--- src/hw/rtl/digest_auth_param_tokenizer_top_assert.svh ---
// ----------------------------------------------------------------------------
// Assertion macros for the digest parameter tokenizer.
// Each macro expands to one labeled concurrent assertion that is clocked
// on the rising edge and is switched off while reset is held.
// ----------------------------------------------------------------------------
`ifndef DIGEST_AUTH_PARAM_TOKENIZER_TOP_ASSERT_SVH
`define DIGEST_AUTH_PARAM_TOKENIZER_TOP_ASSERT_SVH

// The consequent is checked in the same cycle as the antecedent.
`define DAPT_ASSERT_SAME(label, clk, rst_n, ante, cons) \
    label: assert property (@(posedge clk) disable iff (!(rst_n)) \
        (ante) |-> (cons)) else $error("dapt assertion failed");

// The consequent is checked after the antecedent, by a non-overlapped implication and a further delay.
`define DAPT_ASSERT_LATER(label, clk, rst_n, ante, cons) \
    label: assert property (@(posedge clk) disable iff (!(rst_n)) \
        (ante) |=> ##1 (cons)) else $error("dapt assertion failed");

`endif

--- src/hw/rtl/dapt_pkg.sv ---
`default_nettype none
// ----------------------------------------------------------------------------
// dapt_pkg
// Shared types and codes of the digest parameter tokenizer.
// ----------------------------------------------------------------------------
package dapt_pkg;

    // Depth of the request queue between the front and the back.
    localparam int DAPT_QUEUE_DEPTH = 4;

    // Role codes of a result.
    localparam logic [1:0] ROLE_SKIP  = 2'd0;
    localparam logic [1:0] ROLE_NAME  = 2'd1;
    localparam logic [1:0] ROLE_VALUE = 2'd2;

    // Status codes of a result.
    localparam logic [2:0] STAT_OK      = 3'd0;
    localparam logic [2:0] STAT_ERR     = 3'd1;
    localparam logic [2:0] STAT_IGNORED = 3'd2;
    localparam logic [2:0] STAT_HDR_OK  = 3'd3;
    localparam logic [2:0] STAT_HDR_BAD = 3'd4;

    // Character classes found by the front.
    typedef struct packed {
        logic alnum;
        logic space;
        logic underscore;
        logic dash;
        logic equals;
        logic comma;
        logic bslash;
        logic quote;
    } t_class;

    // One classified request as it sits in the queue.
    typedef struct packed {
        logic       command;
        logic [7:0] data_byte;
        t_class     cls;
    } t_item;

endpackage
`default_nettype wire

--- src/hw/rtl/dapt_front.sv ---
`default_nettype none
// ----------------------------------------------------------------------------
// dapt_front
// Accepts requests and tags each byte with its C-locale character classes.
// ----------------------------------------------------------------------------
module dapt_front
    import dapt_pkg::*;
(
    input  wire logic       i_clk,
    input  wire logic       i_rst_n,
    input  wire logic       i_in_valid,
    output      logic       o_in_ready,
    input  wire logic       i_command,
    input  wire logic [7:0] i_data_byte,
    output      logic       o_push_valid,
    input  wire logic       i_push_ready,
    output      t_item      o_push_item
);

    localparam logic [7:0] CH_UNDERSCORE = 8'h5F;
    localparam logic [7:0] CH_DASH       = 8'h2D;
    localparam logic [7:0] CH_EQUALS     = 8'h3D;
    localparam logic [7:0] CH_COMMA      = 8'h2C;
    localparam logic [7:0] CH_BSLASH     = 8'h5C;
    localparam logic [7:0] CH_QUOTE      = 8'h22;
    localparam logic [7:0] CH_SPACE      = 8'h20;

    t_class w_cls;
    logic   r_seen_reset;

    // Track that reset has been released so no request enters during it.
    always_ff @(posedge i_clk) begin
        if (!i_rst_n) begin
            r_seen_reset <= 1'b0;
        end else begin
            r_seen_reset <= 1'b1;
        end
    end

    // Classify the byte; codes 128 and above fall in no class.
    always_comb begin
        w_cls.alnum = (i_data_byte inside {[8'h30:8'h39], [8'h41:8'h5A],
                                           [8'h61:8'h7A]});
        w_cls.space = (i_data_byte == CH_SPACE) ||
                      (i_data_byte inside {[8'h09:8'h0D]});
        w_cls.underscore = (i_data_byte == CH_UNDERSCORE);
        w_cls.dash       = (i_data_byte == CH_DASH);
        w_cls.equals     = (i_data_byte == CH_EQUALS);
        w_cls.comma      = (i_data_byte == CH_COMMA);
        w_cls.bslash     = (i_data_byte == CH_BSLASH);
        w_cls.quote      = (i_data_byte == CH_QUOTE);
    end

    // Hand the classified request straight to the queue.
    assign o_in_ready            = i_push_ready && r_seen_reset;
    assign o_push_valid          = i_in_valid && r_seen_reset;
    assign o_push_item.command   = i_command;
    assign o_push_item.data_byte = i_data_byte;
    assign o_push_item.cls       = w_cls;

endmodule
`default_nettype wire

--- src/hw/rtl/dapt_queue.sv ---
`default_nettype none
// ----------------------------------------------------------------------------
// dapt_queue
// Small first-in first-out queue of classified requests.
// ----------------------------------------------------------------------------
module dapt_queue
    import dapt_pkg::*;
#(
    parameter int DEPTH = DAPT_QUEUE_DEPTH
) (
    input  wire logic  i_clk,
    input  wire logic  i_rst_n,
    input  wire logic  i_wr_valid,
    output      logic  o_wr_ready,
    input  wire t_item i_wr_item,
    output      logic  o_rd_valid,
    input  wire logic  i_rd_ready,
    output      t_item o_rd_item
);

    localparam int PW = (DEPTH > 1) ? $clog2(DEPTH) : 1;
    localparam int CW = $clog2(DEPTH + 1);
    localparam logic [PW-1:0] LAST_PTR = PW'(DEPTH - 1);
    localparam logic [CW-1:0] FULL_CNT = CW'(DEPTH);

    t_item           r_mem [DEPTH];
    logic [PW-1:0]   r_wr_ptr, n_wr_ptr;
    logic [PW-1:0]   r_rd_ptr, n_rd_ptr;
    logic [CW-1:0]   r_count, n_count;
    logic            w_wr, w_rd;

    assign o_wr_ready = (r_count != FULL_CNT);
    assign o_rd_valid = (r_count != '0);
    assign o_rd_item  = r_mem[r_rd_ptr];
    assign w_wr       = i_wr_valid && o_wr_ready;
    assign w_rd       = o_rd_valid && i_rd_ready;

    // Pointer and fill count updates.
    always_comb begin
        n_wr_ptr = r_wr_ptr;
        n_rd_ptr = r_rd_ptr;
        n_count  = r_count;
        if (w_wr) begin
            n_wr_ptr = (r_wr_ptr == LAST_PTR) ? '0 : r_wr_ptr + PW'(1);
        end
        if (w_rd) begin
            n_rd_ptr = (r_rd_ptr == LAST_PTR) ? '0 : r_rd_ptr + PW'(1);
        end
        if (w_wr && !w_rd) begin
            n_count = r_count + CW'(1);
        end else if (w_rd && !w_wr) begin
            n_count = r_count - CW'(1);
        end
    end

    always_ff @(posedge i_clk) begin
        if (!i_rst_n) begin
            r_wr_ptr <= '0;
            r_rd_ptr <= '0;
            r_count  <= '0;
        end else begin
            r_wr_ptr <= n_wr_ptr;
            r_rd_ptr <= n_rd_ptr;
            r_count  <= n_count;
        end
    end

    // Storage write.
    always_ff @(posedge i_clk) begin
        if (w_wr) begin
            r_mem[r_wr_ptr] <= i_wr_item;
        end
    end

endmodule
`default_nettype wire

--- src/hw/rtl/dapt_back.sv ---
`default_nettype none
// ----------------------------------------------------------------------------
// dapt_back
// Parse state machine; one request per cycle, while results are taken, into a result register.
// ----------------------------------------------------------------------------
module dapt_back
    import dapt_pkg::*;
(
    input  wire logic       i_clk,
    input  wire logic       i_rst_n,
    input  wire logic       i_pop_valid,
    output      logic       o_pop_ready,
    input  wire t_item      i_pop_item,
    output      logic       o_out_valid,
    input  wire logic       i_out_ready,
    output      logic [7:0] o_echo_byte,
    output      logic [1:0] o_role,
    output      logic       o_pair_done,
    output      logic [2:0] o_status
);

    localparam logic [2:0] ST_SPACE  = 3'd0;
    localparam logic [2:0] ST_NAME   = 3'd1;
    localparam logic [2:0] ST_EQUALS = 3'd2;
    localparam logic [2:0] ST_VALUE  = 3'd3;
    localparam logic [2:0] ST_QUOTED = 3'd4;
    localparam logic [2:0] ST_ESCAPE = 3'd5;
    localparam logic [2:0] ST_AFTER  = 3'd6;

    logic [2:0] r_state, n_state;
    logic       r_err, n_err;
    logic       r_out_valid;
    logic [7:0] r_echo, n_echo;
    logic [1:0] r_role, n_role;
    logic       r_done, n_done;
    logic [2:0] r_status, n_status;
    logic [2:0] w_next;
    logic       w_bad, w_ok, w_pop;
    t_class     w_c;

    assign w_c         = i_pop_item.cls;
    assign o_pop_ready = !r_out_valid || i_out_ready;
    assign w_pop       = i_pop_valid && o_pop_ready;

    // Next state and result for the request at the queue head.
    always_comb begin
        n_state  = r_state;
        n_err    = r_err;
        n_echo   = i_pop_item.data_byte;
        n_role   = ROLE_SKIP;
        n_done   = 1'b0;
        n_status = STAT_OK;
        w_next   = r_state;
        w_bad    = 1'b0;
        w_ok     = !r_err && ((r_state == ST_VALUE) || (r_state == ST_AFTER));
        if (i_pop_item.command) begin
            // End of header: report, commit a trailing bare value, restart.
            n_echo   = '0;
            n_status = w_ok ? STAT_HDR_OK : STAT_HDR_BAD;
            n_done   = w_ok && (r_state == ST_VALUE);
            n_state  = ST_SPACE;
            n_err    = 1'b0;
        end else if (r_err) begin
            n_status = STAT_IGNORED;
        end else begin
            case (r_state)
                ST_NAME: begin
                    if (w_c.equals) begin
                        w_next = ST_EQUALS;
                    end else if (w_c.alnum || w_c.underscore || w_c.dash) begin
                        n_role = ROLE_NAME;
                    end else begin
                        w_bad = 1'b1;
                    end
                end
                ST_EQUALS: begin
                    if (w_c.alnum || w_c.underscore) begin
                        n_role = ROLE_VALUE;
                        w_next = ST_VALUE;
                    end else if (w_c.quote) begin
                        w_next = ST_QUOTED;
                    end else begin
                        w_bad = 1'b1;
                    end
                end
                ST_QUOTED: begin
                    if (w_c.bslash) begin
                        w_next = ST_ESCAPE;
                    end else if (w_c.quote) begin
                        n_done = 1'b1;
                        w_next = ST_AFTER;
                    end else begin
                        n_role = ROLE_VALUE;
                    end
                end
                ST_ESCAPE: begin
                    n_role = ROLE_VALUE;
                    w_next = ST_QUOTED;
                end
                ST_VALUE: begin
                    if (w_c.space) begin
                        n_done = 1'b1;
                        w_next = ST_AFTER;
                    end else if (w_c.comma) begin
                        n_done = 1'b1;
                        w_next = ST_SPACE;
                    end else begin
                        n_role = ROLE_VALUE;
                    end
                end
                ST_AFTER: begin
                    if (w_c.comma) begin
                        w_next = ST_SPACE;
                    end else if (!w_c.space) begin
                        w_bad = 1'b1;
                    end
                end
                default: begin
                    // Space skipping, and the unused code behaves the same.
                    if (w_c.alnum || w_c.underscore || w_c.dash) begin
                        n_role = ROLE_NAME;
                        w_next = ST_NAME;
                    end else if (w_c.space) begin
                        w_next = ST_SPACE;
                    end else begin
                        w_bad = 1'b1;
                    end
                end
            endcase
            // The first syntax error freezes the state and becomes sticky.
            if (w_bad) begin
                n_err    = 1'b1;
                n_role   = ROLE_SKIP;
                n_done   = 1'b0;
                n_status = STAT_ERR;
            end else begin
                n_state = w_next;
            end
        end
    end

    // Control state and output valid.
    always_ff @(posedge i_clk) begin
        if (!i_rst_n) begin
            r_state     <= ST_SPACE;
            r_err       <= 1'b0;
            r_out_valid <= 1'b0;
        end else begin
            if (w_pop) begin
                r_state     <= n_state;
                r_err       <= n_err;
                r_out_valid <= 1'b1;
            end else if (i_out_ready) begin
                r_out_valid <= 1'b0;
            end
        end
    end

    // Result payload register.
    always_ff @(posedge i_clk) begin
        if (w_pop) begin
            r_echo   <= n_echo;
            r_role   <= n_role;
            r_done   <= n_done;
            r_status <= n_status;
        end
    end

    assign o_out_valid = r_out_valid;
    assign o_echo_byte = r_echo;
    assign o_role      = r_role;
    assign o_pair_done = r_done;
    assign o_status    = r_status;

endmodule
`default_nettype wire

--- src/hw/rtl/digest_auth_param_tokenizer_top.sv ---
// ----------------------------------------------------------------------------
// digest_auth_param_tokenizer_top: tags Digest header bytes as name or value.
// A request is written into the queue and popped from it into the parser's result register.
// Throughput: one request per cycle while results are taken (single-step parser).
// Reset (synchronous, active low) empties the queue and restarts the parser.
// ----------------------------------------------------------------------------
`default_nettype none
`include "digest_auth_param_tokenizer_top_assert.svh"
module digest_auth_param_tokenizer_top
    import dapt_pkg::*;
#(
    parameter int QUEUE_DEPTH = DAPT_QUEUE_DEPTH
) (
    input  wire logic       i_clk,
    input  wire logic       i_rst_n,
    input  wire logic       i_in_valid,
    output      logic       o_in_ready,
    input  wire logic       i_command,
    input  wire logic [7:0] i_data_byte,
    output      logic       o_out_valid,
    input  wire logic       i_out_ready,
    output      logic [7:0] o_echo_byte,
    output      logic [1:0] o_role,
    output      logic       o_pair_done,
    output      logic [2:0] o_status
);

    logic  w_push_valid, w_push_ready;
    t_item w_push_item;
    logic  w_pop_valid, w_pop_ready;
    t_item w_pop_item;

    // Front: accept and classify.
    dapt_front u_front (
        .i_clk        (i_clk),
        .i_rst_n      (i_rst_n),
        .i_in_valid   (i_in_valid),
        .o_in_ready   (o_in_ready),
        .i_command    (i_command),
        .i_data_byte  (i_data_byte),
        .o_push_valid (w_push_valid),
        .i_push_ready (w_push_ready),
        .o_push_item  (w_push_item)
    );

    // Queue between the two sides.
    dapt_queue #(
        .DEPTH (QUEUE_DEPTH)
    ) u_queue (
        .i_clk      (i_clk),
        .i_rst_n    (i_rst_n),
        .i_wr_valid (w_push_valid),
        .o_wr_ready (w_push_ready),
        .i_wr_item  (w_push_item),
        .o_rd_valid (w_pop_valid),
        .i_rd_ready (w_pop_ready),
        .o_rd_item  (w_pop_item)
    );

    // Back: parse and hold the result.
    dapt_back u_back (
        .i_clk       (i_clk),
        .i_rst_n     (i_rst_n),
        .i_pop_valid (w_pop_valid),
        .o_pop_ready (w_pop_ready),
        .i_pop_item  (w_pop_item),
        .o_out_valid (o_out_valid),
        .i_out_ready (i_out_ready),
        .o_echo_byte (o_echo_byte),
        .o_role      (o_role),
        .o_pair_done (o_pair_done),
        .o_status    (o_status)
    );

    // A pair can only close on an accepted byte or a good end of header.
    `DAPT_ASSERT_SAME(a_done_status, i_clk, i_rst_n, o_out_valid && o_pair_done, (o_status == STAT_OK) || (o_status == STAT_HDR_OK))
    // Errors, ignored bytes and end reports never carry a name or value role.
    `DAPT_ASSERT_SAME(a_skip_role, i_clk, i_rst_n, o_out_valid && (o_status != STAT_OK), o_role == ROLE_SKIP)
    // End-of-header results carry a zero byte.
    `DAPT_ASSERT_SAME(a_end_echo, i_clk, i_rst_n, o_out_valid && ((o_status == STAT_HDR_OK) || (o_status == STAT_HDR_BAD)), o_echo_byte == 8'd0)
    // A request taken while the queue is empty and the result slot is free is expected
    // to pass through the queue into the result register and come out valid, with no stall.
    `DAPT_ASSERT_LATER(a_latency, i_clk, i_rst_n, i_in_valid && o_in_ready && !w_pop_valid && (!o_out_valid || i_out_ready), o_out_valid)

endmodule
`default_nettype wire
--- config.mk ---
export PLATFORM = sky130hd
export DESIGN_NAME = digest_auth_param_tokenizer_top
export DESIGN_NICKNAME = d
export VERILOG_FILES = /design/src/hw/rtl/dapt_pkg.sv /design/src/hw/rtl/dapt_front.sv /design/src/hw/rtl/dapt_queue.sv /design/src/hw/rtl/dapt_back.sv /design/src/hw/rtl/digest_auth_param_tokenizer_top.sv
export VERILOG_INCLUDE_DIRS = /design/src /design/src/hw/rtl
export SDC_FILE = /design/constraint.sdc
export NUM_CORES = 1
export LEC_CHECK = 0
export CORE_MARGIN = 2
export CORE_UTILIZATION = 50
export CTS_CLUSTER_DIAMETER = 120
export DETAILED_ROUTE_END_ITERATION = 8
export DONT_BUFFER_PORTS = 1
export PLACE_DENSITY = 0.63
export SYNTH_ARGS = -nofsm -noshare
export SYNTH_HDL_FRONTEND = slang
export SYNTH_HIERARCHICAL = 1
export SYNTH_SLANG_ARGS = --single-unit
--- constraint.sdc ---
create_clock -name i_clk -period 6.65 [get_ports i_clk]
set_input_delay 0.665 -clock i_clk [delete_from_list [all_inputs] [get_ports i_clk]]
set_output_delay 0.665 -clock i_clk [all_outputs]
set_load 0.03 [all_outputs]
# Word level (Yosys, flattened, before mapping)
# Memories as Yosys holds them, arrays and structs flattened. A register that Yosys moved wholly into a read port is not among the register bits.
# Cells that the tools add are included.
[word_totals] regBits=27 mem_bits_rw=68 in_bits=13 out_inout_bits=16 elab_cells=131 memories=1
[mem_list] memory="u_queue.r_mem" words=4 word_bits=17 rd=1 rd_ports_with_merged_regs=1 write_ports=1 line_no="dapt_queue.sv:26" source="t_item r_mem [DEPTH];"
[op_classes] n_addsub=4 n_lt_le_gt_ge=8 n_eq_ne=21 n_mux=57 reduce_logical=29
[ops] operator="$mux 3" n=17
[ops] operator="$eq 8x6->1 const B" n=5
[ops] operator="$mux 1" n=26
[ops] operator="$mux 2" n=10
[ops] operator="$pmux 3 s6" n=1
[ops] operator="$eq 8x7->1 const B" n=2
[ops] operator="$ge 8x7->1 const B" n=2
[ops] operator="$le 8x7->1 const B" n=2
[ops] operator="$logic_and 1x1->1" n=12
[ops] operator="$pmux 2 s6" n=1
[ops] operator="$eq 3x3->1 const B" n=3
[ops] operator="$reduce_bool 9->1" n=1
[ops] operator="$ge 8x4->1 const B" n=1
[ops] operator="$ge 8x6->1 const B" n=1
[ops] operator="$le 8x4->1 const B" n=1
[ops] operator="$le 8x6->1 const B" n=1
[ops] operator="$ne 4x1->1 const B" n=2
[ops] operator="$reduce_and 7->1" n=1
[ops] operator="$eq 3x2->1 const B" n=2
[ops] operator="$reduce_bool 3->1" n=2
[ops] operator="$reduce_or 3->1" n=2
[ops] operator="$logic_or 1x1->1" n=5
[ops] operator="$add 2x1->2 const B" n=2
[ops] operator="$eq 2x2->1 const B" n=2
[ops] operator="10 further kinds" n=15

# Depth between registers and ports, before layout
# Gate-level depths: netlist of the first run.
[depth] word_depth=10 depth_mapped=9

# Cells and area by module
# The synthesis of the first run kept the hierarchy.
[modules_own_cells] mod="dapt_queue" n_inst=1 cells_each=140 area_each_um2=2937.8 seq_area_each_um2=2222.1
[modules_own_cells] mod="dapt_back" n_inst=1 cells_each=116 area_each_um2=1116.1 seq_area_each_um2=520.5
[modules_own_cells] mod="dapt_front" n_inst=1 cells_each=41 area_each_um2=279.0 seq_area_each_um2=20.0

# Least setup slack after synthesis of the first run
# No wires, ideal clock.
[synth_timing] kind="reg-to-reg" start="register with a tool-made name" end="register u_back.r_role[1] (netlist: u_back/o_role[1]) (data pin)" arrival_time_ps=2303 required_time_ps=6395 slack_ps=4092 path_stages_with_launch=9 n_path_buf=2 period_less_slack_ps=2558 cell_sequence="dfxtp_1 > buf_2 > buf_4 > mux4_2 > nor4_1 > a211oi_2 > a41oi_2 > nor2_1 > and2_1"
[synth_lines] item="end signal: assignment" line_no="dapt_back.sv:163" source="r_role <= n_role;"
[synth_lines] item="end: declaration" line_no="dapt_back.sv:34" source="logic [1:0] r_role, n_role;"

==> results.sh, run 1 <==
export IMPL_drive_above_1_share_pct=16.04
export IMPL_cts_tree="built"
export IMPL_ant_nets=0
export IMPL_postLayoutCellArea_um2=4524
export IMPL_crit_family="flip-flops"
export IMPL_critPathMaxFanout=17
export IMPL_synth_nets=317
export IMPL_syn_inst=297
export IMPL_timing_slew_headroom_pct=31.16
export IMPL_wl_per_cell_um=18.10
export IMPL_diodes=0
export IMPL_instances_no_fill=398
export IMPL_io_pins=29
export IMPL_finalHoldViolations=0
export IMPL_setup_tns_ps=0
export IMPL_setup_viol=0
export IMPL_synthAdderAreaFrac_pct=2.195
export IMPL_routed_wl_um=7205
export IMPL_ys_seq_area_share_pct=63.76
export IMPL_worstRegToRegCells=6
export IMPL_post_route_util_pct=54.52
export IMPL_syn_cell_area_um2=4333
export IMPL_holdWs_ps=322.0
export IMPL_cts_buffers=9
export IMPL_cts_setup_buffers=0
export IMPL_power_mw=1.734
export IMPL_dpl_hpwl_um=4652
export IMPL_portBuffers=0
export IMPL_finClkSkew_ps=10.18
export IMPL_grt_overflow_total=0
export IMPL_p_per_area_nw_per_um2=383.2
export IMPL_syn2layout_area_growth_pct=4.418
export IMPL_design_die_area_um2=9426
export IMPL_synth_xor_area_share_pct=0.6064
export IMPL_startpoint_type="register"
export IMPL_synthMuxAreaShare_pct=10.25
export IMPL_peakVddDrop_v=0.0001305
export IMPL_critical_path_class="register to register"
export IMPL_crit_chain="mux4_2, nor4_1, a211oi_2, a41oi_2, nor2_1, and2_1"
export IMPL_die_width_um=97.09
export IMPL_synth_avg_cell_area_um2=14.59
export IMPL_path_buf_inv=0
export IMPL_holdCritPathClass="primary input to register"
export IMPL_leakage_nw=1.473
export IMPL_ys_ff_latch=97
export IMPL_clock_fmax_mhz=362.2
export IMPL_tightest_slew_ps=1006
export IMPL_synth_area_top_cells="edfxtp_1, mux4_2, dfxtp_1"
export IMPL_grt_use_total_pct=16.58
export IMPL_ys_async_sr_fraction_pct=0
export IMPL_via_count=2343
export IMPL_slew_viol_final=0
export IMPL_required_ps=6780
export IMPL_grt_first_pass_wirelength_um=11920
export IMPL_drc=0
export IMPL_clkTransAtPathRegs_ps=90
export IMPL_drt_iter0_markers=150
export IMPL_synthSimpleGateAreaFrac_pct=12.53
export IMPL_cpMaxStageDelayCell="dfxtp_1"
export IMPL_clk_latency_ps=370
export IMPL_status="finished, final reports clean"
export IMPL_finalCriticalPeriod_ps=2761
export IMPL_start_util_pct=52.21
export IMPL_grt_pass1_vias=2229
export IMPL_nNetsFinal=308
export IMPL_rows=33
export IMPL_die_y_um=97.09
export IMPL_rsz0062_at_grt="no"
export IMPL_clockRootBuffer="clkbuf_8"
export IMPL_first_pass_iters=4
export IMPL_yosysTopAreaCellShare_pct=56.83
export IMPL_grt_max_degree=20
export IMPL_worstHoldPathCells=0
export IMPL_htreeDepth=3
export IMPL_synth_edff_count=82
export IMPL_synth_main_ff_cell="edfxtp_1"
export IMPL_synth_warnings=6
export IMPL_synth_cell_types=56
export IMPL_clkSinkCount=97
export IMPL_end_kind="register"
export IMPL_crit_arrival_ps=2890
export IMPL_numPlacedInstances=382
export IMPL_synth_compound_area_share_pct=6.411
export IMPL_slowest_delay_ps=850
export IMPL_timing_max_cap_violations=0
export IMPL_cts_buffer_depth=2
export IMPL_post_place_ws_ps=3921
export IMPL_gp_congestion=0.8120
export IMPL_synth_top_family_by_area="simple AND/OR/NAND/NOR gates"
export IMPL_grt_antenna_before_repair=0
export IMPL_fin_crit_sh_pct=41.51
export IMPL_core_area_um2=8299
export IMPL_path_depth=6
export IMPL_worst_slack_ps=3889
export IMPL_placed_area_um2=4329
export IMPL_vias_per_cell=5.887
export IMPL_ctsHoldBuffers=0
export IMPL_cts_resized=0
export IMPL_yosys_area_top_type="edfxtp_1"
## where the power goes
group / total, mW / switching (mW) / leakage (nW) / internal, mW
clock network: 0.366 / 0.219 / 0.0995 / 0.147
registers: 0.921 / 0.149 / 0.913 / 0.773
logic: 0.446 / 0.246 / 0.460 / 0.200
## logic make-up after synthesis
group | after synthesis
DFF | 97
muxes | 23
xor gates and xnor gates | 3
and+or+nand+nor | 95
buffers and inverters | 32
AOI/OAI and AO/OA | 40
adders and majority gates | 7
## final timing paths
check	from	endpoint	slack, ps
setup / recovery	register	u_back/o_role[1]$_SDFFCE_PP0P_	3890
hold / removal	i_rst_n	u_front/r_seen_reset$_DFF_P_	320
setup reg to reg	register	u_back/o_role[1]$_SDFFCE_PP0P_	3890
hold reg to reg	u_queue/r_wr_ptr[1]$_SDFFE_PN0P_	u_queue/r_wr_ptr[1]$_SDFFE_PN0P_	520
## metal layers
layer	wire length, um	share of wire (%)	track usage, %
met1	3472	48	24.31
met2	3259	45	22.97
met3	362	5.0	5.324
met4	110	1.5	6.717
met5	0	0	0
## cell usage in the layout, fill, tap and decap left out, types with 2 or more instances in the layout
cell type and count:
nor4_1 5, o22ai_1 3, ha_1 6, inv_1 11, clkbuf_8 9, nand3_1 10, edfxtp_1 82, and3_2 4
a21oi_1 7, clkinv_4 2, a21boi_0 2, or3_2 2, nor2b_1 12, mux4_2 17, o21bai_1 2, nor3_1 6
nand2b_1 4, nor4b_1 6, o21ai_1 2, inv_6 3, mux2i_1 5, and2_1 5, dfxtp_1 15, o21ai_0 10
nand4_1 3, xnor2_1 2, nand2_1 17, nor2_1 12, o2bb2ai_1 2
## sequential cells by signal, summed over array words and instances, names as in the netlist, named ones only
| signal | flops |
|---|---|
| u_back/o_echo_byte | 8 |
| u_back/o_out_valid | 1 |
| u_back/o_pair_done | 1 |
| u_back/o_role | 2 |
| u_back/o_status | 3 |
| u_back/r_err | 1 |
| u_back/r_state | 3 |
| u_front/r_seen_reset | 1 |
| u_queue/r_count | 3 |
| u_queue/r_mem | 68 |
| u_queue/r_rd_ptr | 2 |
| u_queue/r_wr_ptr | 2 |
## cells in the mapped netlist, types with 6 or more instances
master	instances
o21ai_0	10
nand3_1	10
nor2b_1	12
mux4_2	17
ha_1	6
dfxtp_1	15
buf_4	10
nor4b_1	6
inv_1	11
nor3_1	6
edfxtp_1	82
a21oi_1	7
nor2_1	12
nand2_1	17
## layout make-up
type	count	area [um2]
clock inverters	7	71.32
clock buffers	9	123.9
well taps	105	131.4
fillers	658	3775
flip-flops and latches	97	2763
inverters	11	41.29
multi-input cells	168	1386
repair buffers	1	7.507
(Power assumes the default switching activity.)
==> run 2: changes to the inputs <==
==> constraint.sdc (replaced) <==
create_clock -name i_clk -period 2.74 [get_ports i_clk]
set_input_delay 0.274 -clock i_clk [delete_from_list [all_inputs] [get_ports i_clk]]
set_output_delay 0.274 -clock i_clk [all_outputs]
set_load 0.03 [all_outputs]
==> results.sh, run 2 (synthesis gave the netlist of run 1 again) <==
export IMPL_required_ps=2840
export IMPL_internal_power_mw=2.796
export IMPL_status="finished, final reports clean"
export IMPL_clockRootBuffer="clkbuf_8"
export IMPL_p_per_area_nw_per_um2=927.1
export IMPL_end_kind="register"
export IMPL_vias_per_cell=5.784
export IMPL_drive_above_1_share_pct=17.36
export IMPL_timing_max_cap_violations=0
export IMPL_postLayoutCellArea_um2=4684
export IMPL_cts_buffers=9
export IMPL_setup_viol=0
export IMPL_grt_first_pass_wirelength_um=12740
export IMPL_crit_arrival_ps=2660
export IMPL_cts_setup_buffers=0
export IMPL_post_route_util_pct=56.45
export IMPL_power_frac_clock_pct=21.1
export IMPL_drt_iter0_markers=105
export IMPL_finalCriticalPeriod_ps=2559
export IMPL_die_width_um=97.09
export IMPL_grt_use_total_pct=17.67
export IMPL_finClkSkew_ps=11.11
export IMPL_core_area_um2=8299
export IMPL_rsz0062_at_grt="no"
export IMPL_gp_congestion=0.8266
export IMPL_start_util_pct=52.21
export IMPL_ant_nets=0
export IMPL_nFillCells=647
export IMPL_dpl_hpwl_um=5087
export IMPL_layout_commonest_cell="edfxtp_1"
export IMPL_diodes=0
export IMPL_routed_wl_um=7808
export IMPL_startpoint_type="register"
export IMPL_grt_overflow_total=0
export IMPL_htreeDepth=3
export IMPL_drc=0
export IMPL_fin_crit_sh_pct=93.38
export IMPL_largest_reg_flops=68
export IMPL_cts_tree="built"
export IMPL_nNetsFinal=326
export IMPL_critPathMaxFanout=7
export IMPL_grt_max_degree=20
export IMPL_syn2layout_area_growth_pct=8.114
export IMPL_leakage_nw=1.556
export IMPL_grt_pass1_vias=2482
export IMPL_clkTransAtPathRegs_ps=100
export IMPL_power_mw=4.343
export IMPL_via_count=2406
export IMPL_clock_fmax_mhz=390.8
export IMPL_cts_buffer_depth=2
export IMPL_clkSinkCount=97
export IMPL_seqPwrFrac_pct=51.3
export IMPL_io_pins=29
export IMPL_tightest_slew_ps=1089
export IMPL_first_pass_iters=4
export IMPL_critical_path_class="register to register"
export IMPL_swShare_pct=35.62
export IMPL_grt_antenna_before_repair=0
export IMPL_regMostFlops="u_queue/r_mem"
export IMPL_setup_tns_ps=0
export IMPL_switchingPower_mw=1.547
export IMPL_peakVddDrop_v=0.0003770
export IMPL_die_y_um=97.09
export IMPL_layout_common_cells="edfxtp_1, nand2_1, mux4_2"
export IMPL_design_die_area_um2=9426
export IMPL_timing_slew_headroom_pct=25.50
export IMPL_placed_area_um2=4389
export IMPL_clk_latency_ps=370
export IMPL_comb_power_share_pct=27.6
export IMPL_portBuffers=0
export IMPL_wl_per_cell_um=18.77
export IMPL_slew_viol_final=0
export IMPL_holdCritPathClass="primary input to register"
export IMPL_finalHoldViolations=0
export IMPL_rows=33
export IMPL_hold_start="i_rst_n"
-- run 2: power by group through the flow --
stage / registers [mW] / clock network, mW / logic [mW]
3_5_place_dp: 2.27 / 0 / 1.19
6_report: 2.23 / 0.916 / 1.20
3_3_place_gp: 2.26 / 0 / 1.17
2_1_floorplan: 2.20 / 0 / 0.958
4_1_cts: 2.24 / 0.933 / 1.21
5_1_grt: 2.26 / 0.991 / 1.32
-- run 2: what timing repair did --
item                                    CTS  global route
gates resized for setup                   0             0
hold endpoints to repair                 37             0
endpoints found under the setup margin    0             0
hold buffers                             10             0
-- run 2: worst paths after layout --
| kind | endpoint | slack, ps | cells past startpoint |
|---|---|---|---|
| setup / recovery | u_back/o_role[0]$_SDFFCE_PP0P_ | 180 | 7 |
| setup reg to reg | u_back/o_role[0]$_SDFFCE_PP0P_ | 180 | 7 |
| hold / removal | u_queue/r_count[0]$_SDFFE_PN0P_ | 20 | 1 |
| hold reg to reg | u_queue/r_wr_ptr[1]$_SDFFE_PN0P_ | 510 | 2 |
-- run 2: metrics by stage --
| step | setup slack, ps | cells | hold slack [ps] |
|---|---|---|---|
| after floorplan | 182.1 | 297 | 301.7 |
| after global placement | 222.4 | 390 | 303.4 |
| after detailed placement | 204.1 | 390 | 303.2 |
| after CTS | 186.8 | 416 | 14.87 |
| after global routing | 8.567 | 416 | 19.78 |
| final | 181.3 | 416 | 25.00 |
-- run 2: per-layer routing --
layer | part of all wire, % | vias up | global-route usage [%]
met5 | 0 | - | 0
met4 | 1.4 | 0 | 6.717
met3 | 6.3 | 7 | 4.029
met2 | 47 | 74 | 27.40
met1 | 45 | 1174 | 24.56
li1 | - | 1151 | -
-- run 2: final cells by class --
cell class	count	area [um2]	area share (%)
sequential	97	2763	58.97
clock inverter	7	71.32	1.522
inverter	11	41.29	0.8814
tap	105	131.4	2.804
clock buffer	9	123.9	2.644
timing repair buffer	19	167.7	3.579
multi-input combinational	168	1386	29.59
-- run 2: critical path, stage by stage (launching register included) --
cell	delay, ps
dfxtp_1	590
buf_4	200
mux4_2	540
nor4_1	350
a32oi_1	160
a41oi_2	240
buf_4	150
nor4_1	50
